`config.mk`:
```
export PLATFORM = sky130hd
export DESIGN_NAME = msp_rc_frame_encoder_core
export DESIGN_NICKNAME = d
export VERILOG_FILES = /design/src/msprc_pkg.sv /design/src/msp_rc_frame_encoder_core.sv
export SDC_FILE = /design/constraint.sdc
export NUM_CORES = 1
export LEC_CHECK = 0
export BUFFER_PORTS_ARGS = -buffer_cell sky130_fd_sc_hd__buf_2
export CAP_MARGIN = 20
export CORE_MARGIN = 4
export CORE_UTILIZATION = 55
export CTS_CLUSTER_DIAMETER = 60
export DETAILED_ROUTE_END_ITERATION = 16
export PLACE_DENSITY = 0.74
export SYNTH_ARGS = -nofsm -noshare
export SYNTH_HDL_FRONTEND = slang
export SYNTH_SLANG_ARGS = --single-unit
export TNS_END_PERCENT = 50
```
`constraint.sdc`:
```
create_clock -name clk -period 4.9 [get_ports clk]
set_clock_uncertainty 0.05 [all_clocks]
set_input_delay 0.49 -clock clk [delete_from_list [all_inputs] [get_ports clk]]
set_output_delay 0.49 -clock clk [all_outputs]
set_load 0.02 [all_outputs]
```
`src/msprc_pkg.sv`:
```
// Package with frame constants, register codes and byte helpers for the RC frame encoder.
package msprc_pkg;

    localparam int CHANNELS_DEF = 14;
    localparam int MAX_BYTES    = 10;

    localparam logic [1:0] MODE_OFF = 2'd0;
    localparam logic [1:0] MODE_V1  = 2'd1;
    localparam logic [1:0] MODE_V2  = 2'd2;

    localparam logic [1:0] REG_MODE = 2'd0;
    localparam logic [1:0] REG_CMD  = 2'd1;

    localparam logic [7:0] CMD_RESET = 8'hc8;
    localparam logic [7:0] CRC_POLY  = 8'hd5;
    localparam logic [7:0] SYNC_DOLLAR = 8'h24;
    localparam logic [7:0] SYNC_V1     = 8'h4d;
    localparam logic [7:0] SYNC_V2     = 8'h58;
    localparam logic [7:0] SYNC_DIR    = 8'h3c;

    localparam logic [3:0] HDR_LEN_V1 = 4'd5;
    localparam logic [3:0] HDR_LEN_V2 = 4'd8;
    localparam logic [3:0] HDR_CHECKED_FROM = 4'd3;

    // CRC-8 DVB-S2 update over one byte.
    function automatic logic [7:0] crc_step(input logic [7:0] crc, input logic [7:0] b);
        logic [7:0] c;
        c = crc ^ b;
        for (int k = 0; k < 8; k++) begin
            if (c[7])
            begin
                c = {c[6:0], 1'b0} ^ CRC_POLY;
            end
            else
            begin
                c = {c[6:0], 1'b0};
            end
        end
        return c;
    endfunction

    // Header byte at position k.
    function automatic logic [7:0] hdr_byte(input logic v2, input logic [3:0] k,
                                            input logic [7:0] cmd, input logic [7:0] size);
        logic [7:0] b;
        b = 8'h00;
        case (k)
            4'd0: b = SYNC_DOLLAR;
            4'd1: b = v2 ? SYNC_V2 : SYNC_V1;
            4'd2: b = SYNC_DIR;
            4'd3: b = v2 ? 8'h00 : size;
            4'd4: b = cmd;
            4'd5: b = 8'h00;
            4'd6: b = size;
            default: b = 8'h00;
        endcase
        return b;
    endfunction

endpackage

```
`src/msp_rc_frame_encoder_core.sv`:
```
// RC frame encoder: MSPv1/MSPv2 framing of channel values, one output byte per cycle unless stalled.
//
// Each accepted channel request is held in an item register and sent out through a
// registered byte port, one byte per cycle while out_ready does not stall it. A channel
// gives 2 bytes, plus the check byte on the last channel of a frame, plus 5 (MSPv1) or
// 8 (MSPv2) header bytes on the first channel; with 14 channels a frame has 34 or 37 bytes.
// The byte sequencer sets the rate: the next channel is taken in the same cycle that the
// final byte of the current one moves to the output register, so requests follow
// without gaps. In mode 0 (or 3) requests are taken at once and produce no bytes. A
// write to the mode register restarts the frame.
module msp_rc_frame_encoder_core #(
    parameter int CHANNELS = msprc_pkg::CHANNELS_DEF
) (
    input  logic        clk,
    input  logic        rst_n,
    input  logic        cfg_valid,
    output logic        cfg_ready,
    input  logic [1:0]  cfg_index,
    input  logic [7:0]  cfg_data,
    input  logic        in_valid,
    output logic        in_ready,
    input  logic [15:0] channel_value,
    output logic        out_valid,
    input  logic        out_ready,
    output logic [7:0]  frame_byte,
    output logic        run_last,
    output logic        frame_end
);
    import msprc_pkg::*;

    localparam int IDX_W = (CHANNELS > 1) ? $clog2(CHANNELS) : 1;
    localparam logic [IDX_W-1:0] IDX_LAST = IDX_W'(CHANNELS - 1);
    localparam logic [7:0] FRAME_SIZE = 8'(2 * CHANNELS);

    logic [1:0]       mode_reg;
    logic [7:0]       cmd_reg;
    logic [IDX_W-1:0] idx_reg;
    logic [7:0]       check_reg;

    logic             item_valid_reg;
    logic [15:0]      item_ch_reg;
    logic             item_v2_reg;
    logic [7:0]       item_cmd_reg;
    logic             item_first_reg;
    logic             item_last_reg;
    logic [3:0]       step_reg;

    logic             out_valid_reg;
    logic [7:0]       byte_reg;
    logic             run_last_reg;
    logic             frame_end_reg;

    logic             mode_ok;
    logic             accept;
    logic             out_free;
    logic             emit;
    logic             item_done;
    logic [3:0]       pre_len;
    logic [3:0]       total;
    logic [3:0]       pay_pos;
    logic             is_final;
    logic             in_hdr;
    logic             checked;
    logic             is_check;
    logic [7:0]       cur_byte;
    logic [7:0]       check_next;

    assign mode_ok   = (mode_reg == MODE_V1) || (mode_reg == MODE_V2);
    assign cfg_ready = 1'b1;

    always_comb
    begin
        pre_len = item_first_reg ? (item_v2_reg ? HDR_LEN_V2 : HDR_LEN_V1) : 4'd0;
        total   = pre_len + 4'd2 + {3'd0, item_last_reg};
        if (total > 4'(MAX_BYTES))
        begin
            total = 4'(MAX_BYTES);
        end
        in_hdr   = step_reg < pre_len;
        pay_pos  = step_reg - pre_len;
        is_final = step_reg == (total - 4'd1);
        is_check = 1'b0;
        checked  = 1'b0;
        cur_byte = 8'h00;
        if (in_hdr)
        begin
            cur_byte = hdr_byte(item_v2_reg, step_reg, item_cmd_reg, FRAME_SIZE);
            checked  = step_reg >= HDR_CHECKED_FROM;
        end
        else
        begin
            case (pay_pos)
                4'd0:
                begin
                    cur_byte = item_ch_reg[15:8];
                    checked  = 1'b1;
                end
                4'd1:
                begin
                    cur_byte = item_ch_reg[7:0];
                    checked  = 1'b1;
                end
                default:
                begin
                    cur_byte = check_reg;
                    is_check = 1'b1;
                end
            endcase
        end
    end

    assign out_free  = !out_valid_reg || out_ready;
    assign emit      = item_valid_reg && out_free;
    assign item_done = emit && is_final;
    assign in_ready  = !item_valid_reg || item_done;
    assign accept    = in_valid && in_ready;

    always_comb
    begin
        check_next = check_reg;
        if (cfg_valid && cfg_index == REG_MODE)
        begin
            check_next = 8'h00;
        end
        else if (accept && !mode_ok)
        begin
            check_next = 8'h00;
        end
        else if (emit)
        begin
            if (is_final && item_last_reg)
            begin
                check_next = 8'h00;
            end
            else if (checked)
            begin
                check_next = item_v2_reg ? crc_step(check_reg, cur_byte)
                                         : (check_reg ^ cur_byte);
            end
        end
    end

    always_ff @(posedge clk or negedge rst_n)
    begin
        if (!rst_n)
        begin
            mode_reg       <= MODE_OFF;
            cmd_reg        <= CMD_RESET;
            idx_reg        <= '0;
            check_reg      <= 8'h00;
            item_valid_reg <= 1'b0;
            step_reg       <= 4'd0;
            out_valid_reg  <= 1'b0;
        end
        else
        begin
            check_reg <= check_next;

            if (cfg_valid && cfg_index == REG_MODE)
            begin
                mode_reg <= cfg_data[1:0];
            end
            else if (cfg_valid && cfg_index == REG_CMD)
            begin
                cmd_reg <= cfg_data;
            end

            if (cfg_valid && cfg_index == REG_MODE)
            begin
                idx_reg <= '0;
            end
            else if (accept)
            begin
                idx_reg <= (mode_ok && idx_reg != IDX_LAST) ? idx_reg + 1'b1 : '0;
            end

            if (accept && mode_ok)
            begin
                item_valid_reg <= 1'b1;
                step_reg       <= 4'd0;
            end
            else
            begin
                if (emit)
                begin
                    step_reg <= step_reg + 4'd1;
                end
                if (item_done)
                begin
                    item_valid_reg <= 1'b0;
                end
            end

            if (emit)
            begin
                out_valid_reg <= 1'b1;
            end
            else if (out_ready)
            begin
                out_valid_reg <= 1'b0;
            end
        end
    end

    always_ff @(posedge clk)
    begin
        if (accept)
        begin
            item_ch_reg    <= channel_value;
            item_v2_reg    <= mode_reg == MODE_V2;
            item_cmd_reg   <= cmd_reg;
            item_first_reg <= idx_reg == '0;
            item_last_reg  <= idx_reg == IDX_LAST;
        end
        if (emit)
        begin
            byte_reg      <= cur_byte;
            run_last_reg  <= is_final;
            frame_end_reg <= is_check;
        end
    end

    assign out_valid  = out_valid_reg;
    assign frame_byte = byte_reg;
    assign run_last   = run_last_reg;
    assign frame_end  = frame_end_reg;

endmodule

```
After elaboration in Yosys (flattened, before gate mapping)

Cells that the tools add are included.

$add $sub $neg: 6
Magnitude comparators: 3
Equal/unequal tests: 12
Muxes and demuxes: 69
Bitwise logic cells: 10
Reductions and logical operators: 28

Operators with widths:

| kind                                                                                 | count |
|---|---|
| 8-bit 2-to-1 mux                                                                     | 50 |
| 8-bit one-hot mux with 6 select lines                                                | 1 |
| 5-bit NOT                                                                            | 8 |
| 4-bit 2-to-1 mux                                                                     | 8 |
| 8-bit one-hot mux with 2 select lines                                                | 1 |
| 4-bit zero test                                                                      | 3 |
| 5-bit 2-to-1 mux                                                                     | 2 |
| 1-bit logical AND                                                                    | 9 |
| 4-bit by 1-bit adder with 4-bit output (second input constant)                       | 2 |
| 4-bit by 1-bit == test with 1-bit output (second input constant)                     | 2 |
| 4-bit by 2-bit == test with 1-bit output (second input constant)                     | 2 |
| 4-bit by 3-bit == test with 1-bit output (second input constant)                     | 2 |
| 2-bit nonzero test                                                                   | 4 |
| 8-bit bitwise XOR                                                                    | 1 |
| 1-bit 2-to-1 mux                                                                     | 7 |
| 4-bit by 1-bit adder with 4-bit output                                               | 1 |
| 4-bit by 2-bit adder with 4-bit output (second input constant)                       | 1 |
| 2-bit by 1-bit == test with 1-bit output (second input constant)                     | 2 |
| 4-bit == test                                                                        | 1 |
| 4-bit == test (second input constant)                                                | 1 |
| 4-bit by 2-bit greater-or-equal comparator with 1-bit output (second input constant) | 1 |
| 4-bit > comparator (second input constant)                                           | 1 |
| 4-bit < comparator                                                                   | 1 |
| 4-bit inequality test (second input constant)                                        | 1 |
| other kinds (11)                                                                     | 16 |

Register bits: 65
Input port bits: 31
Output and inout bits: 13
Word-level logic and storage cells: 143

Logic depth before layout (Yosys ltp)

Word-level depth: 64
Gate-level depth with buffers: 15
Mapped depth without buffers: 13

Worst setup path after synthesis

OpenSTA, ideal clock, no wires.

Kind: reg-to-reg
Start: register item_v2_reg
End: register check_reg[2]
Setup time: 134 ps
Data arrival time: 3457 ps
Setup slack: 1259 ps
Cell stages (with the launch flop): 14
Buffers on the path: 2
Cell sequence: edfxtp_1 -> buf_2 -> nand2b_2 -> ha_1 -> xor2_1 -> and3_1 -> mux2_4 -> buf_6 -> a211oi_1 -> nor2_4 -> xnor3_1 -> and4_4 -> a2111oi_1 -> nand2_1

Word-level cells in the longest chain between the ends: 60
Elaborated cells between the ends (all ways): 86
Those cells by class: add/sub: 4; order compare: 2; eq/ne: 2; mux: 59; bitwise: 9; reduce/logical: 10

RTL lines:

| element                                                                     | RTL line                                          | RTL |
|---|---|---|
| start: declaration                                                          | msp_rc_frame_encoder_core.sv:42                   | `logic item_v2_reg;` |
| start signal: assignment                                                    | msp_rc_frame_encoder_core.sv:210                  | `item_v2_reg <= mode_reg == MODE_V2;` |
| 4-bit 2-to-1 mux (2 in series)                                              | msp_rc_frame_encoder_core.sv:73                   | `pre_len = item_first_reg ? (item_v2_reg ? HDR_LEN_V2 : HDR_LEN_V1) : 4'd0;` |
| 4-bit subtractor                                                            | msp_rc_frame_encoder_core.sv:80                   | `pay_pos = step_reg - pre_len;` |
| 4-bit by 1-bit == test with 1-bit output or 4-bit zero test (tied branches) | msp_rc_frame_encoder_core.sv:92                   | `case (pay_pos)` |
| 8-bit one-hot mux with 2 select lines                                       | msp_rc_frame_encoder_core.sv:92                   |  |
| 8-bit 2-to-1 mux                                                            | msp_rc_frame_encoder_core.sv:85                   | `if (in_hdr)` |
| 8-bit bitwise XOR                                                           | msprc_pkg.sv:28, msp_rc_frame_encoder_core.sv:138 |  |
| 8-bit 2-to-1 mux or 5-bit NOT (tied branches)                               | --                                                |  |
| 8-bit 2-to-1 mux, on equally long branches                                  | msp_rc_frame_encoder_core.sv:135, msprc_pkg.sv:30 |  |
| [... 43 more ...]                                                           | --                                                |  |
| 5-bit NOT (no line) or 8-bit 2-to-1 mux (tied branches)                     | --                                                |  |
| 8-bit 2-to-1 mux                                                            | msprc_pkg.sv:30                                   | `if (c[7])` |
| 8-bit 2-to-1 mux                                                            | msp_rc_frame_encoder_core.sv:137                  | `check_next = item_v2_reg ? crc_step(check_reg, cur_byte)` |
| 8-bit 2-to-1 mux                                                            | msp_rc_frame_encoder_core.sv:135                  | `else if (checked)` |
| 8-bit 2-to-1 mux                                                            | msp_rc_frame_encoder_core.sv:131                  | `if (is_final && item_last_reg)` |
| 8-bit 2-to-1 mux                                                            | msp_rc_frame_encoder_core.sv:129                  | `else if (emit)` |
| 8-bit 2-to-1 mux                                                            | msp_rc_frame_encoder_core.sv:125                  | `else if (accept && !mode_ok)` |
| 8-bit 2-to-1 mux                                                            | msp_rc_frame_encoder_core.sv:121                  | `if (cfg_valid && cfg_index == REG_MODE)` |
| end signal: assignment                                                      | msp_rc_frame_encoder_core.sv:157                  | `check_reg <= check_next;` |
| end: declaration                                                            | msp_rc_frame_encoder_core.sv:38                   | `logic [7:0] check_reg;` |

Several ways; a longest one is shown, not always the timed one. The select of a mux whose other input is x is not followed.
A chain may end at the register's enable or synchronous reset.

Worst setup path after layout

Start: register step_reg[2]
End: register check_reg[3]

Word-level cells in the longest chain between the ends: 58
Elaborated cells between the ends (all ways): 83
Those cells by class: add/sub: 1; order compare: 2; eq/ne: 7; mux: 54; bitwise: 8; reduce/logical: 11

RTL lines:

| element                                                                     | RTL line                                          | RTL |
|---|---|---|
| start: declaration                                                          | msp_rc_frame_encoder_core.sv:46                   | `logic [3:0] step_reg;` |
| start signal: assignment                                                    | msp_rc_frame_encoder_core.sv:186                  | `step_reg <= step_reg + 4'd1;` |
| 4-bit subtractor                                                            | msp_rc_frame_encoder_core.sv:80                   |  |
| 4-bit by 1-bit == test with 1-bit output or 4-bit zero test (tied branches) | msp_rc_frame_encoder_core.sv:92                   |  |
| 8-bit one-hot mux with 2 select lines                                       | msp_rc_frame_encoder_core.sv:92                   |  |
| 8-bit 2-to-1 mux                                                            | msp_rc_frame_encoder_core.sv:85                   |  |
| 8-bit bitwise XOR                                                           | msprc_pkg.sv:28, msp_rc_frame_encoder_core.sv:138 |  |
| 5-bit NOT (no line)                                                         | --                                                |  |
| 8-bit 2-to-1 mux                                                            | msprc_pkg.sv:30                                   |  |
| 8-bit 2-to-1 mux                                                            | msp_rc_frame_encoder_core.sv:135                  |  |
| [... 42 more ...]                                                           | --                                                |  |
| 8-bit 2-to-1 mux                                                            | msp_rc_frame_encoder_core.sv:121                  |  |
| 8-bit 2-to-1 mux                                                            | msprc_pkg.sv:30                                   |  |
| 8-bit 2-to-1 mux                                                            | msp_rc_frame_encoder_core.sv:137                  |  |
| 8-bit 2-to-1 mux                                                            | msp_rc_frame_encoder_core.sv:135                  |  |
| 8-bit 2-to-1 mux                                                            | msp_rc_frame_encoder_core.sv:131                  |  |
| 8-bit 2-to-1 mux                                                            | msp_rc_frame_encoder_core.sv:129                  |  |
| 8-bit 2-to-1 mux                                                            | msp_rc_frame_encoder_core.sv:125                  |  |
| 8-bit 2-to-1 mux                                                            | msp_rc_frame_encoder_core.sv:121                  |  |

Several ways; a longest one is shown, not always the timed one. The select of a mux whose other input is x is not followed.

==> impl_metrics.py <==
metrics = {
    "outcome": {
        "outcome": "completed",
    },
    "synthesis": {
        "synth_warnings": 0,
        "synth.avg_cell_area_um2": 11.0,
        "synthDistinctLibCells": 77,
        "synthCells": 359,
        "synth-main-ff-cell": "edfxtp_1",
        "synth_top_area_share_pct": 28.2,
        "synthArstFlopShare_pct": 43.1,
        "syn_nets": 402,
        "yosys.area.top_type": "edfxtp_1",
        "syn-cell-area_mm2": 0.00393,
        "synth-edff-count": 37,
        "yosys-top-cells-area": "edfxtp_1 (28%), dfrtp_1 (16%), ha_1 (3.8%)",
        "yosysSeqAreaShare_pct": 46.2,
        "ys_seq_elements": 65,
    },
    "worst_setup_path": {
        "slowest_delay_ps": 700,
        "r2r_start": "step_reg[2]",
        "r2r_slack_ps": 1060,
        "crit_fanout": 18,
        "r2r_cells": 10,
        "worst_ep_arrival_time_ps": 4010,
        "rr_endpoint": "check_reg[3]",
        "worstSetupStartpointType": "register",
        "path_buf_inv": 0,
        "slowest_stage": "dfrtp_1",
        "crit_family": "compound AO/OA/AOI/OAI gates",
        "worst_ep_required_time_ps": 5070,
        "cp-end-kind": "register",
        "path_class": "reg -> reg",
        "crit_chain": "ha_1 > xor2_1 > and3_1 > mux2_4 > a211oi_1 > o211ai_1 > a2111o_1 > o2111ai_1 > xnor2_1 > a22o_1",
    },
    "die": {
        "io_pins": 44,
        "die_h_um": 92.6,
        "coreArea_mm2": 0.00687,
        "die_w_um": 92.6,
        "start_util_pct": 57.3,
        "die_area_mm2": 0.00857,
        "rows": 30,
    },
    "final_layout": {
        "area_growth_pct": 12.7,
        "multi_input_area_mm2": 0.00199,
        "regArea_mm2": 0.00182,
        "drive_gt1_share_pct": 24.0,
        "fin_nets": 446,
        "n_fill_cell": 576,
        "largest_reg_flops": 16,
        "fin_area_mm2": 0.00443,
        "diodes": 0,
        "fin_util_pct": 64.5,
    },
    "sta": {
        "slew_headroom_pct": 49.6,
        "finalHoldViolCount": 0,
        "tns_ps": 0,
        "timing.final.crit_share_pct": 78.3,
        "tightest_slew_ps": 754,
        "finalSetupViolCount": 0,
        "slew_viol_final": 0,
        "fin_crit_ps": 3840,
        "hold_ws_ps": 126,
        "rsz0062_at_grt": "false",
        "max_freq_mhz": 261,
    },
    "route": {
        "routedWlPerCell_um": 17.2,
        "via_count": 3023,
        "drtIter0Drc": 219,
        "drc": 0,
        "drt_wl_total_um": 8670,
        "drt_first_pass_iters": 5,
        "ant_nets": 0,
        "routed_via_density": 6.00,
    },
    "cts": {
        "clock_sinks": 65,
        "clockRootBuffer": "clkbuf_8",
        "cts_buffer_depth": 2,
        "post_cts_resized": 0,
        "clk_pin_slew_worst_paths_ps": 80,
        "cts_hold_buf": 0,
        "cts_made_buffers": 9,
        "clock_latency_ps": 340,
        "cts_tree": "done",
        "cts.htree.levels": 3,
        "postCtsSetupBuffers": 0,
    },
    "run": {
        "maxCapViolations": 0,
    },
    "global_routing": {
        "grtUsageTotal_pct": 21.2,
        "grt_pass1_wl_um": 14300,
        "grt_pass1_vias": 2835,
        "grt_start_max_net_pins": 29,
        "antenna_found_initial": 0,
        "gr-total-overflow": 0,
    },
    "place": {
        "gp_congestion": 0.929,
        "place_area_mm2": 0.00423,
        "portBuffers": 42,
        "dp_hpwl_um": 6560,
    },
    "worst_hold_path": {
        "hold_class": "in -> async",
    },
}
metrics by stage:
stage                     worst slack [ps]  cells
after floorplan                       1260    359
after global placement                1240    488
after detailed placement              1170    488
after CTS                             1170    504
after global routing                   902    504
final                                 1060    504
how the worst max path moves through the flow:
stage,from,slack [ps],depth (start not counted),end
finish,step_reg[2],1060,10,check_reg[3]
global route,item_first_reg,900,11,check_reg[2]
CTS,step_reg[2],1170,10,check_reg[2]
detailed placement,step_reg[2],1170,10,check_reg[2]
global placement,item_first_reg,1240,11,check_reg[2]
floorplan,item_v2_reg,1260,13,check_reg[2]
layout make-up:
| type | instances | area share, % |
|---|---|---|
| inverters | 15 | 1.27 |
| multi-input cells | 265 | 44.9 |
| well taps | 96 | 2.71 |
| clock buffers | 13 | 4.07 |
| flip-flops and latches | 65 | 41.0 |
| clock inverters | 3 | 0.508 |
| repair buffers | 47 | 5.59 |
routing by layer:
layer / track usage, % / up-vias / wire length, um
met4: 7.92 / 0 / 159
li1: - / 1444 / -
met5: 0 / - / 0
met3: 4.47 / 14 / 612
met2: 31.2 / 140 / 3870
met1: 30.9 / 1425 / 4030
cell usage in the layout (no fill, tap or decap), types with 4 or more instances in the layout:
| master | n |
|---|---|
| mux2_2 | 11 |
| o2111ai_1 | 4 |
| ha_1 | 12 |
| mux2i_1 | 14 |
| a21oi_1 | 16 |
| o21bai_1 | 4 |
| nor3_1 | 5 |
| nand3_1 | 11 |
| xnor2_1 | 5 |
| a211o_1 | 6 |
| edfxtp_1 | 37 |
| xor2_1 | 4 |
| a21o_1 | 6 |
| buf_4 | 5 |
| and2_1 | 5 |
| nor2_1 | 26 |
| nand2b_1 | 5 |
| dfrtp_1 | 25 |
| a211oi_1 | 4 |
| and3_1 | 4 |
| o21ai_0 | 16 |
| nand3b_1 | 4 |
| clkbuf_8 | 11 |
| nor3b_1 | 4 |
| nand2_1 | 28 |
| inv_1 | 14 |
| buf_2 | 42 |
synth_stat cells (all sizes together), types with 9 or more instances:
| cell | count |
|---|---|
| edfxtp | 37 |
| nor2 | 30 |
| nand2 | 28 |
| dfrtp | 25 |
| o21ai | 18 |
| a21oi | 17 |
| mux2i | 15 |
| inv | 14 |
| ha | 12 |
| mux2 | 12 |
| nand3 | 11 |
| clkbuf | 9 |
kinds of logic (layout without fill, tap and decap cells):
kind of cell | count (synthesis) | in the layout | share of synthesized area [%]
AND/OR/NAND/NOR | 114 | 114 | 15.6
flip-flops | 65 | 65 | 46.2
buffers and inverters | 29 | 78 | 3.28
XOR/XNOR | 13 | 13 | 4.42
adder cells (fa/ha/maj) | 12 | 12 | 3.82
AO/OA/AOI/OAI | 98 | 98 | 19.2
multiplexers | 27 | 27 | 7.44
other | 1 | 1 | 0.0953
Power is not shown: default switching activity piles up to over one toggle a cycle in this logic, so the estimate is an artifact.
